===== src/design/fibc_pkg.sv =====
// ----------------------------------------------------------------------------
// fibc_pkg
// Shared types and constants of the flux interval bit classifier: symbol
// codes, mode and register codes, and the controller/datapath interface.
// ----------------------------------------------------------------------------
package fibc_pkg;

   localparam int COUNT_W  = 8;
   localparam int CT_W     = 9;
   localparam int SYM_W    = 2;
   localparam int MODE_W   = 2;
   localparam int FREQ_W   = 11;
   localparam int SHORT_W  = 8;
   localparam int LONG_W   = 9;
   localparam int ADV_W    = 4;
   localparam int CSR_IDX_W  = 3;
   localparam int CSR_DATA_W = 11;

   localparam int TAIL_LEN   = 5;
   localparam int TAIL_W     = TAIL_LEN * SYM_W;
   localparam int TAIL_CNT_W = 3;
   localparam int ZRUN_W     = 6;
   localparam int MAX_ZERO_RUN = 47;

   localparam int DVD_W    = 15;
   localparam int DSR_W    = 11;
   localparam int DCNT_W   = 4;
   localparam int DIV_STEPS = 15;

   // result symbol codes
   localparam logic [SYM_W-1:0] SYM_ZERO = 2'd0;
   localparam logic [SYM_W-1:0] SYM_ONE  = 2'd1;
   localparam logic [SYM_W-1:0] SYM_MARK = 2'd2;

   // decode modes; the fourth code decodes as dynamic
   localparam logic [MODE_W-1:0] MODE_FIXED   = 2'd0;
   localparam logic [MODE_W-1:0] MODE_TIMED   = 2'd1;
   localparam logic [MODE_W-1:0] MODE_DYNAMIC = 2'd2;

   // register indexes
   localparam logic [CSR_IDX_W-1:0] CSR_DECODE_MODE    = 3'd0;
   localparam logic [CSR_IDX_W-1:0] CSR_FREQ_FACTOR    = 3'd1;
   localparam logic [CSR_IDX_W-1:0] CSR_SHORT_PERIOD   = 3'd2;
   localparam logic [CSR_IDX_W-1:0] CSR_LONG_PERIOD    = 3'd3;
   localparam logic [CSR_IDX_W-1:0] CSR_TIMING_ADVANCE = 3'd4;

   // register reset values
   localparam logic [MODE_W-1:0]  RST_DECODE_MODE    = MODE_DYNAMIC;
   localparam logic [FREQ_W-1:0]  RST_FREQ_FACTOR    = 11'd1000;
   localparam logic [SHORT_W-1:0] RST_SHORT_PERIOD   = 8'd22;
   localparam logic [LONG_W-1:0]  RST_LONG_PERIOD    = 9'd42;
   localparam logic [ADV_W-1:0]   RST_TIMING_ADVANCE = 4'd0;

   typedef struct packed {
      logic [MODE_W-1:0]  decode_mode;
      logic [FREQ_W-1:0]  freq_factor;
      logic [SHORT_W-1:0] short_period;
      logic [LONG_W-1:0]  long_period;
      logic [ADV_W-1:0]   timing_advance;
   } fibc_cfg_type;

   typedef struct packed {
      logic load;
      logic classify;
      logic div_step;
      logic zload;
      logic emit;
   } fibc_cmd_type;

   typedef struct packed {
      logic overlong;
      logic has_output;
      logic div_done;
      logic out_free;
      logic last_sym;
   } fibc_status_type;

endpackage


===== src/design/fibc_ctrl.sv =====
// ----------------------------------------------------------------------------
// fibc_ctrl
// Sequencer of the classifier: takes one request, classifies it, runs the
// divider for overlong spans and then emits symbols as the output frees up.
// ----------------------------------------------------------------------------
module fibc_ctrl (
   input  logic                     clock,
   input  logic                     reset,
   input  logic                     req_valid,
   output logic                     req_ready,
   input  fibc_pkg::fibc_status_type status,
   output fibc_pkg::fibc_cmd_type    cmd
);
   import fibc_pkg::*;

   localparam logic [1:0] S_IDLE  = 2'd0;
   localparam logic [1:0] S_CLASS = 2'd1;
   localparam logic [1:0] S_DIV   = 2'd2;
   localparam logic [1:0] S_EMIT  = 2'd3;

   logic [1:0] state_ff;
   logic [1:0] state_in;

   assign req_ready = (state_ff == S_IDLE);

   always_comb begin
      state_in     = state_ff;
      cmd          = '0;
      unique case (state_ff)
         S_IDLE: begin
            if (req_valid) begin
               cmd.load = 1'b1;
               state_in = S_CLASS;
            end
         end
         S_CLASS: begin
            cmd.classify = 1'b1;
            if (status.overlong) begin
               state_in = S_DIV;
            end else if (status.has_output) begin
               state_in = S_EMIT;
            end else begin
               state_in = S_IDLE;
            end
         end
         S_DIV: begin
            if (status.div_done) begin
               cmd.zload = 1'b1;
               state_in  = S_EMIT;
            end else begin
               cmd.div_step = 1'b1;
            end
         end
         S_EMIT: begin
            if (status.out_free) begin
               cmd.emit = 1'b1;
               // drop back to idle once the final symbol is in the output register
               if (status.last_sym) begin
                  state_in = S_IDLE;
               end
            end
         end
         default: begin
            state_in = S_IDLE;
         end
      endcase
   end

   always_ff @(posedge clock) begin
      if (reset) begin
         state_ff <= S_IDLE;
      end else begin
         state_ff <= state_in;
      end
   end

endmodule


===== src/design/fibc_datapath.sv =====
// ----------------------------------------------------------------------------
// fibc_datapath
// Interval sum, threshold compare, restoring divider for the overlong zero
// run, symbol sequencer and output register.
// ----------------------------------------------------------------------------
module fibc_datapath (
   input  logic                            clock,
   input  logic                            reset,
   input  fibc_pkg::fibc_cfg_type          cfg,
   input  fibc_pkg::fibc_cmd_type          cmd,
   output fibc_pkg::fibc_status_type       status,
   input  logic [fibc_pkg::COUNT_W-1:0]    req_first_count,
   input  logic [fibc_pkg::COUNT_W-1:0]    req_second_count,
   output logic                            rsp_valid,
   input  logic                            rsp_ready,
   output logic [fibc_pkg::SYM_W-1:0]      rsp_symbol,
   output logic                            rsp_last
);
   import fibc_pkg::*;

   // symbol tails, first symbol in the low bits
   localparam logic [TAIL_W-1:0] TAIL_MARK     = {8'd0, SYM_MARK};
   localparam logic [TAIL_W-1:0] TAIL_MARK_ONE = {6'd0, SYM_ONE, SYM_MARK};
   localparam logic [TAIL_W-1:0] TAIL_ONE      = {8'd0, SYM_ONE};
   localparam logic [TAIL_W-1:0] TAIL_01       = {6'd0, SYM_ONE, SYM_ZERO};
   localparam logic [TAIL_W-1:0] TAIL_001      = {4'd0, SYM_ONE, SYM_ZERO, SYM_ZERO};
   localparam logic [TAIL_W-1:0] TAIL_LONG     =
      {SYM_MARK, SYM_ONE, SYM_ZERO, SYM_ZERO, SYM_ZERO};

   // config-derived thresholds, refreshed every cycle
   logic [17:0] t5_ff, t8_ff, t30_ff, t47_ff, t80_ff;
   logic [11:0] d_mark_ff;
   logic [15:0] d_one_ff, d_two_ff;
   logic [9:0]  d_three_ff;
   logic [12:0] p1_adv;
   logic [15:0] p2_x10;

   logic [CT_W-1:0] ct_ff;

   logic [TAIL_W-1:0]     tail_ff, tail_in;
   logic [TAIL_CNT_W-1:0] tlen_ff, tlen_in;
   logic [ZRUN_W-1:0]     zrun_ff, zrun_in;
   logic                  long_c;

   logic [DVD_W-1:0]  dvd_ff, dvd_in;
   logic [DSR_W-1:0]  dsr_ff, dsr_in;
   logic [DSR_W-1:0]  rem_ff, rem_in;
   logic [DCNT_W-1:0] dcnt_ff, dcnt_in;
   logic [DSR_W:0]    trial;

   logic [19:0] k_timed;
   logic [15:0] k_dyn;
   logic [ZRUN_W-1:0] zrun_q;

   logic              rsp_valid_ff, rsp_valid_in;
   logic [SYM_W-1:0]  rsp_symbol_ff, rsp_symbol_in;
   logic              rsp_last_ff, rsp_last_in;

   assign p1_adv = 13'(cfg.short_period) * (13'd10 + 13'(cfg.timing_advance));
   assign p2_x10 = 16'(cfg.long_period) * 16'd10;

   always_ff @(posedge clock) begin
      t5_ff      <= 18'(cfg.freq_factor) * 18'd5;
      t8_ff      <= 18'(cfg.freq_factor) * 18'd8;
      t30_ff     <= 18'(cfg.freq_factor) * 18'd30;
      t47_ff     <= 18'(cfg.freq_factor) * 18'd47;
      t80_ff     <= 18'(cfg.freq_factor) * 18'd80;
      d_mark_ff  <= 12'(cfg.short_period) * (12'd15 - 12'(cfg.timing_advance));
      d_one_ff   <= p2_x10 + 16'(p1_adv);
      d_two_ff   <= {p2_x10[14:0], 1'b0} + 16'(p1_adv);
      d_three_ff <= 10'(cfg.long_period) + {1'b0, cfg.short_period, 1'b0};
   end

   assign k_timed = 20'(ct_ff) * 20'd1000;
   assign k_dyn   = 16'(ct_ff) * 16'd20;

   // classification
   always_comb begin
      tail_in = '0;
      tlen_in = '0;
      long_c  = 1'b0;
      unique case (cfg.decode_mode)
         MODE_FIXED: begin
            if (ct_ff >= 9'd7 && ct_ff <= 9'd12) begin
               tail_in = TAIL_MARK;     tlen_in = 3'd1;
            end else if (ct_ff >= 9'd13 && ct_ff <= 9'd14) begin
               tail_in = TAIL_MARK_ONE; tlen_in = 3'd2;
            end else if (ct_ff >= 9'd15 && ct_ff <= 9'd26) begin
               tail_in = TAIL_ONE;      tlen_in = 3'd1;
            end else if (ct_ff >= 9'd30 && ct_ff <= 9'd42) begin
               tail_in = TAIL_01;       tlen_in = 3'd2;
            end else if (ct_ff >= 9'd47 && ct_ff <= 9'd55) begin
               tail_in = TAIL_001;      tlen_in = 3'd3;
            end else if (ct_ff > 9'd55) begin
               tail_in = TAIL_MARK;     tlen_in = 3'd1;
            end
         end
         MODE_TIMED: begin
            if (k_timed < 20'(t5_ff)) begin
               tlen_in = 3'd0;
            end else if (k_timed < 20'(t8_ff)) begin
               tail_in = TAIL_MARK;     tlen_in = 3'd1;
            end else if (k_timed < 20'(t30_ff)) begin
               tail_in = TAIL_ONE;      tlen_in = 3'd1;
            end else if (k_timed < 20'(t47_ff)) begin
               tail_in = TAIL_01;       tlen_in = 3'd2;
            end else if (k_timed <= 20'(t80_ff)) begin
               tail_in = TAIL_001;      tlen_in = 3'd3;
            end else begin
               tail_in = TAIL_LONG;     tlen_in = 3'd5; long_c = 1'b1;
            end
         end
         default: begin
            if ({ct_ff, 1'b0} < 10'(cfg.short_period)) begin
               tlen_in = 3'd0;
            end else if (k_dyn < 16'(d_mark_ff)) begin
               tail_in = TAIL_MARK;     tlen_in = 3'd1;
            end else if (k_dyn < d_one_ff) begin
               tail_in = TAIL_ONE;      tlen_in = 3'd1;
            end else if (k_dyn < d_two_ff) begin
               tail_in = TAIL_01;       tlen_in = 3'd2;
            end else if (10'(ct_ff) < d_three_ff) begin
               tail_in = TAIL_001;      tlen_in = 3'd3;
            end else begin
               tail_in = TAIL_LONG;     tlen_in = 3'd5; long_c = 1'b1;
            end
         end
      endcase
   end

   // restoring divider, one quotient bit a cycle; a zero divisor gives all ones
   assign trial = {rem_ff, dvd_ff[DVD_W-1]};

   always_comb begin
      dvd_in  = dvd_ff;
      dsr_in  = dsr_ff;
      rem_in  = rem_ff;
      dcnt_in = dcnt_ff;
      if (cmd.classify) begin
         rem_in  = '0;
         dcnt_in = DCNT_W'(DIV_STEPS);
         if (cfg.decode_mode == MODE_TIMED) begin
            dvd_in = DVD_W'(ct_ff) * DVD_W'(50);
            dsr_in = cfg.freq_factor;
         end else begin
            dvd_in = DVD_W'(ct_ff);
            dsr_in = DSR_W'(cfg.short_period);
         end
      end else if (cmd.div_step) begin
         dcnt_in = dcnt_ff - 1'b1;
         if (trial >= {1'b0, dsr_ff}) begin
            rem_in = DSR_W'(trial - {1'b0, dsr_ff});
            dvd_in = {dvd_ff[DVD_W-2:0], 1'b1};
         end else begin
            rem_in = trial[DSR_W-1:0];
            dvd_in = {dvd_ff[DVD_W-2:0], 1'b0};
         end
      end
   end

   // zero run: quotient less four, clamped to 0..MAX_ZERO_RUN (47)
   always_comb begin
      if (dvd_ff < DVD_W'(4)) begin
         zrun_q = '0;
      end else if (dvd_ff >= DVD_W'(MAX_ZERO_RUN + 4)) begin
         zrun_q = ZRUN_W'(MAX_ZERO_RUN);
      end else begin
         zrun_q = ZRUN_W'(dvd_ff - DVD_W'(4));
      end
   end

   // symbol sequencer and output register
   always_comb begin
      rsp_valid_in  = rsp_valid_ff & ~rsp_ready;
      rsp_symbol_in = rsp_symbol_ff;
      rsp_last_in   = rsp_last_ff;
      zrun_in       = zrun_ff;
      if (cmd.classify) begin
         zrun_in = '0;
      end else if (cmd.zload) begin
         zrun_in = zrun_q;
      end
      if (cmd.emit) begin
         rsp_valid_in = 1'b1;
         rsp_last_in  = status.last_sym;
         if (zrun_ff != '0) begin
            rsp_symbol_in = SYM_ZERO;
            zrun_in       = zrun_ff - 1'b1;
         end else begin
            rsp_symbol_in = tail_ff[SYM_W-1:0];
         end
      end
   end

   always_ff @(posedge clock) begin
      if (cmd.load) begin
         ct_ff <= CT_W'(req_first_count) + CT_W'(req_second_count);
      end
      if (cmd.classify) begin
         tail_ff <= tail_in;
         tlen_ff <= tlen_in;
      end else if (cmd.emit && zrun_ff == '0) begin
         // advance the tail
         tail_ff <= {{SYM_W{1'b0}}, tail_ff[TAIL_W-1:SYM_W]};
         tlen_ff <= tlen_ff - 1'b1;
      end
      zrun_ff       <= zrun_in;
      dvd_ff        <= dvd_in;
      dsr_ff        <= dsr_in;
      rem_ff        <= rem_in;
      dcnt_ff       <= dcnt_in;
      rsp_symbol_ff <= rsp_symbol_in;
      rsp_last_ff   <= rsp_last_in;
   end

   always_ff @(posedge clock) begin
      if (reset) begin
         rsp_valid_ff <= 1'b0;
      end else begin
         rsp_valid_ff <= rsp_valid_in;
      end
   end

   assign status.overlong   = long_c;
   assign status.has_output = (tlen_in != '0);
   assign status.div_done   = (dcnt_ff == '0);
   assign status.out_free   = ~rsp_valid_ff | rsp_ready;
   assign status.last_sym   = (zrun_ff == '0) && (tlen_ff == TAIL_CNT_W'(1));

   assign rsp_valid  = rsp_valid_ff;
   assign rsp_symbol = rsp_symbol_ff;
   assign rsp_last   = rsp_last_ff;

endmodule


===== src/design/flux_interval_bit_classifier.sv =====
// Sequence: an accepted request is summed and classified, then its symbols are
//   emitted; an overlong span first runs the restoring divider for the zero run.
// Throughput: one symbol per cycle while the output is not stalled.
//   No overlap of requests: a new one is taken only when the last is done.
// Reset: registers return to dynamic mode defaults, sequencer idle, output empty.
// ----------------------------------------------------------------------------
// flux_interval_bit_classifier
// Sums two run-length counts of a flux span and classifies the interval into
// disk bit symbols in fixed, timed or dynamic threshold mode.
// ----------------------------------------------------------------------------
module flux_interval_bit_classifier (
   input  logic                             clock,
   input  logic                             reset,
   input  logic                             csr_valid,
   output logic                             csr_ready,
   input  logic [fibc_pkg::CSR_IDX_W-1:0]   csr_index,
   input  logic [fibc_pkg::CSR_DATA_W-1:0]  csr_data,
   input  logic                             req_valid,
   output logic                             req_ready,
   input  logic [fibc_pkg::COUNT_W-1:0]     req_first_count,
   input  logic [fibc_pkg::COUNT_W-1:0]     req_second_count,
   output logic                             rsp_valid,
   input  logic                             rsp_ready,
   output logic [fibc_pkg::SYM_W-1:0]       rsp_symbol,
   output logic                             rsp_last
);
   import fibc_pkg::*;

   fibc_cfg_type    cfg_ff;
   fibc_cfg_type    cfg_in;
   fibc_cmd_type    cmd;
   fibc_status_type status;

   assign csr_ready = 1'b1;

   always_comb begin
      cfg_in = cfg_ff;
      if (csr_valid) begin
         unique case (csr_index)
            CSR_DECODE_MODE:    cfg_in.decode_mode    = csr_data[MODE_W-1:0];
            CSR_FREQ_FACTOR:    cfg_in.freq_factor    = csr_data[FREQ_W-1:0];
            CSR_SHORT_PERIOD:   cfg_in.short_period   = csr_data[SHORT_W-1:0];
            CSR_LONG_PERIOD:    cfg_in.long_period    = csr_data[LONG_W-1:0];
            CSR_TIMING_ADVANCE: cfg_in.timing_advance = csr_data[ADV_W-1:0];
            default: begin
               cfg_in = cfg_ff;
            end
         endcase
      end
   end

   always_ff @(posedge clock) begin
      if (reset) begin
         cfg_ff.decode_mode    <= RST_DECODE_MODE;
         cfg_ff.freq_factor    <= RST_FREQ_FACTOR;
         cfg_ff.short_period   <= RST_SHORT_PERIOD;
         cfg_ff.long_period    <= RST_LONG_PERIOD;
         cfg_ff.timing_advance <= RST_TIMING_ADVANCE;
      end else begin
         cfg_ff <= cfg_in;
      end
   end

   fibc_ctrl u_ctrl (
      .clock     (clock),
      .reset     (reset),
      .req_valid (req_valid),
      .req_ready (req_ready),
      .status    (status),
      .cmd       (cmd)
   );

   fibc_datapath u_datapath (
      .clock            (clock),
      .reset            (reset),
      .cfg              (cfg_ff),
      .cmd              (cmd),
      .status           (status),
      .req_first_count  (req_first_count),
      .req_second_count (req_second_count),
      .rsp_valid        (rsp_valid),
      .rsp_ready        (rsp_ready),
      .rsp_symbol       (rsp_symbol),
      .rsp_last         (rsp_last)
   );

endmodule

===== config.mk =====
export PLATFORM = sky130hd
export DESIGN_NAME = flux_interval_bit_classifier
export DESIGN_NICKNAME = d
export VERILOG_FILES = /design/src/design/fibc_pkg.sv /design/src/design/fibc_ctrl.sv /design/src/design/fibc_datapath.sv /design/src/design/flux_interval_bit_classifier.sv
export SDC_FILE = /design/constraint.sdc
export NUM_CORES = 1
export LEC_CHECK = 0
export ABC_CLOCK_PERIOD_IN_PS = 18100
export BUFFER_PORTS_ARGS = -buffer_cell sky130_fd_sc_hd__buf_2
export CAP_MARGIN = 30
export CORE_MARGIN = 2
export CORE_UTILIZATION = 55
export CTS_BUF_LIST = sky130_fd_sc_hd__clkbuf_4
export DETAILED_ROUTE_END_ITERATION = 16
export PLACE_DENSITY_LB_ADDON = 0.08
export SETUP_SLACK_MARGIN = 0.2
export SYNTH_ARGS = -nofsm -noshare
export SYNTH_HDL_FRONTEND = slang
export SYNTH_SLANG_ARGS = --single-unit

===== constraint.sdc =====
create_clock -name clock -period 18.1 [get_ports clock]
set_clock_uncertainty 0.05 [all_clocks]
set_input_delay 1.81 -clock clock [delete_from_list [all_inputs] [get_ports clock]]
set_output_delay 1.81 -clock clock [all_outputs]
set_load 0.05 [all_outputs]

==> impl_results.md <==
* Unrepaired setup endpoints after global routing: false
* Count of final max-slew check failures at 0
* Number of hold-slack violations in the final timing report at 0
* Crit end category: flop
* Vias in the first global route at 15200
* Post-synth EDFFs at 49
* Total number of H-tree levels at 2
* Antenna violation net count after detailed routing at 0
* Share of the clock period used by the worst path after layout at 38.0%
* Gate Count Post-Synth at 2127
* Routability Congestion at 0.924
* Post-CTS Setup Inserts at 0
* Biggest area contributors in the synthesized netlist: ha_1 (25%), dfxtp_1 (17%), fa_1 (11%)
* Transition time at the pin with the least slew margin at 0.974 ns
* Most numerous cell in the Yosys netlist: ha_1
* Relative area change from synthesis to final layout at 7.76%
* Most used standard cells in the synthesized netlist: ha_1 (382), inv_1 (341), dfxtp_1 (159)
* Crit path DAT at 7.46 ns
* Fraction of post-synthesis cell area in the top cell type by area at 24.8%
* Number of cells on the worst hold path at 1
* All-layer global routing usage at 26.7%
* DP HPWL at 37700 um
* Worst hold-check path type: flop to flop
* Number of max-cap violations at 0
* Yosys top cell by area: ha_1
* Warnings, synthesis at 0
* Iteration-0 DRC Markers at 691
* Reg2Reg Depth at 21
* Via count at 14800
* Clock tree from TritonCTS: yes
* Effective utilization at floorplan at 55.8%
* CP required at 18.69 ns
* Max Clock Freq at 0.146 GHz
* First drt pass iteration count at 5
* Final WL at 46700 um
* Pin count of the biggest net entering global routing at 44
* Fraction of the yosys area taken by sequential cells at 24.1%
* Number of distinct library cell variants in the gate-level netlist after synthesis at 76
* Outcome: completed
* Buffer depth of the longest clock path at 3
* Critical Setup Path Class: flop to flop
* Die Area at 36600 um2
* Predominant post-synthesis flop cell: dfxtp_1
* Fin nets at 2728
* Core outline area at 34500 um2
* Final min period at 6.87 ns
* Worst slew slack as a fraction of its limit at 34.7%
* Number of CTS-inserted buffers at 60
* Post-synthesis async set-or-reset flop share at 0%
* Count of cells resized by post-cts repair at 0
* Sinks on the clock net at 208
* Number of synthesized register bits at 208
* CP startpoint kind: flop
* Detailed-route wire length per cell at 17.2 um
* Buffer type at the clock tree root: clkbuf_4
* Total standard cell area after synthesis at 19300 um2
* Per-cell via count in the routed design at 5.47
* Clk_lat worst skew at 0.80 ns
* Fillers at 3055
* Antenna violations before repair at 2
* Post-route DRC at 0
* Width of the chip at 191 um
* Post-synthesis area per instance at 9.07 um2
* First-pass GRT wire length at 77200 um
* Layout cells sized above 1 at 7.50%
* Summed negative setup slack over all endpoints at 0 ns
* Post-Synthesis Net Count at 2648
* Cell Rows at 68
* Post-CTS clock slew at the launch and capture registers of the worst setup and hold paths at 0.08 ns
* Number of port buffers at 39
* Overall overflow remaining after global route at 0
* Maximum fanout count along the critical path at 12
* Die height at 191 um
* Final Setup Violations at 0
* Number of top-level design ports at 41
* Number of hold buffers added after cts at 0
[critical path: stages (launching register included)]
cell and delay, ns:
edfxtp_1 0.71, inv_1 0.28, fa_1 0.59, fa_1 0.44, fa_1 0.51, fa_1 0.53
inv_1 0.04, ha_1 0.34, and3_1 0.20, a221oi_2 0.37, o21ai_1 0.19, xor2_1 0.44
ha_1 0.34, and3_1 0.16, a221o_1 0.30, a21oi_1 0.16, o21ai_0 0.19, nor2_1 0.20
nor3_2 0.07, o2111a_2 0.30, and2_1 0.17, o31ai_2 0.16
[state kept, by name, indices dropped and copies added (netlist names), 12 cells and up, named ones only]
register	cells
cfg_ff	34
u_datapath.d_mark_ff	12
u_datapath.d_one_ff	14
u_datapath.d_two_ff	14
u_datapath.dvd_ff	15
u_datapath.t30_ff	14
u_datapath.t47_ff	14
u_datapath.t5_ff	14
[worst paths after layout]
path / slack, ns / end / startpoint
setup / recovery: 11.23 / flop / u_datapath.ct_ff[2]$_DFFE_PP_
hold / removal: 0.44 / u_datapath.rem_ff[10]$_SDFFE_PP0P_ / u_datapath.rem_ff[10]$_SDFFE_PP0P_
setup reg to reg: 11.23 / flop / u_datapath.ct_ff[2]$_DFFE_PP_
hold reg to reg: 0.44 / u_datapath.rem_ff[10]$_SDFFE_PP0P_ / u_datapath.rem_ff[10]$_SDFFE_PP0P_
[routing by layer]
metal | track usage, % | part of all wire [%] | up-vias
met3 | 3.51 | 3.8 | 80
met2 | 44.4 | 46 | 271
met5 | 0 | 0.028 | -
met4 | 8.93 | 2.7 | 2
met1 | 35.8 | 48 | 7053
li1 | - | - | 7424
[metrics by stage]
stage / utilization [%] / instances / area, um2 / worst slack [ns] / hold slack [ns]
after floorplan: - / 2127 / 19300 / 11.97 / 0.337
after global placement: 57.9 / 2599 / 20000 / 11.47 / 0.422
after detailed placement: 57.9 / 2600 / 20000 / 11.39 / 0.420
after CTS: 60.1 / 2707 / 20800 / 11.29 / 0.440
after global routing: 60.2 / 2709 / 20800 / 10.82 / 0.463
final: 60.2 / 2709 / 20800 / 11.23 / 0.439
[cells in the final DEF (no fill, tap or decap), types with 9 or more instances in the layout]
master,n
clkbuf_4,87
and3_1,9
a211o_1,15
a21oi_1,150
mux2i_1,17
inv_1,341
nand2b_1,26
o21ai_0,91
nor3_1,19
nor2b_1,26
dfxtp_1,159
clkinv_1,10
and2_1,21
a211oi_1,14
nand3_1,25
o21bai_1,39
edfxtp_1,49
a21o_1,46
fa_1,104
xor2_1,28
xnor2_1,93
buf_2,39
ha_1,382
buf_4,10
nor2_1,130
a31oi_1,12
o21a_1,9
nand2_1,158
[cells by family after synthesis]
kind of cell / count (synthesis) / share of synthesized area, %
AO/OA/AOI/OAI: 465 / 15.5
XOR/XNOR: 122 / 5.58
adder cells (fa/ha/maj): 487 / 35.6
buffers and inverters: 372 / 7.27
flip-flops: 208 / 24.1
multiplexers: 17 / 0.882
other: 1 / 0.0194
AND/OR/NAND/NOR: 455 / 11.0
[layout make-up]
cell class	count	area [um2]	area share, %
antenna	2	5.00	0.0241
tap	455	569	2.74
clock inverter	20	119	0.572
inverter	341	1280	6.16
timing repair buffer	49	270	1.30
multi-input combinational	1547	13200	63.7
clock buffer	87	653	3.14
sequential	208	4650	22.4
Power is left out: the tool's default activity adds up to more than one toggle a clock period on the data nets, which glitch-free logic cannot reach.
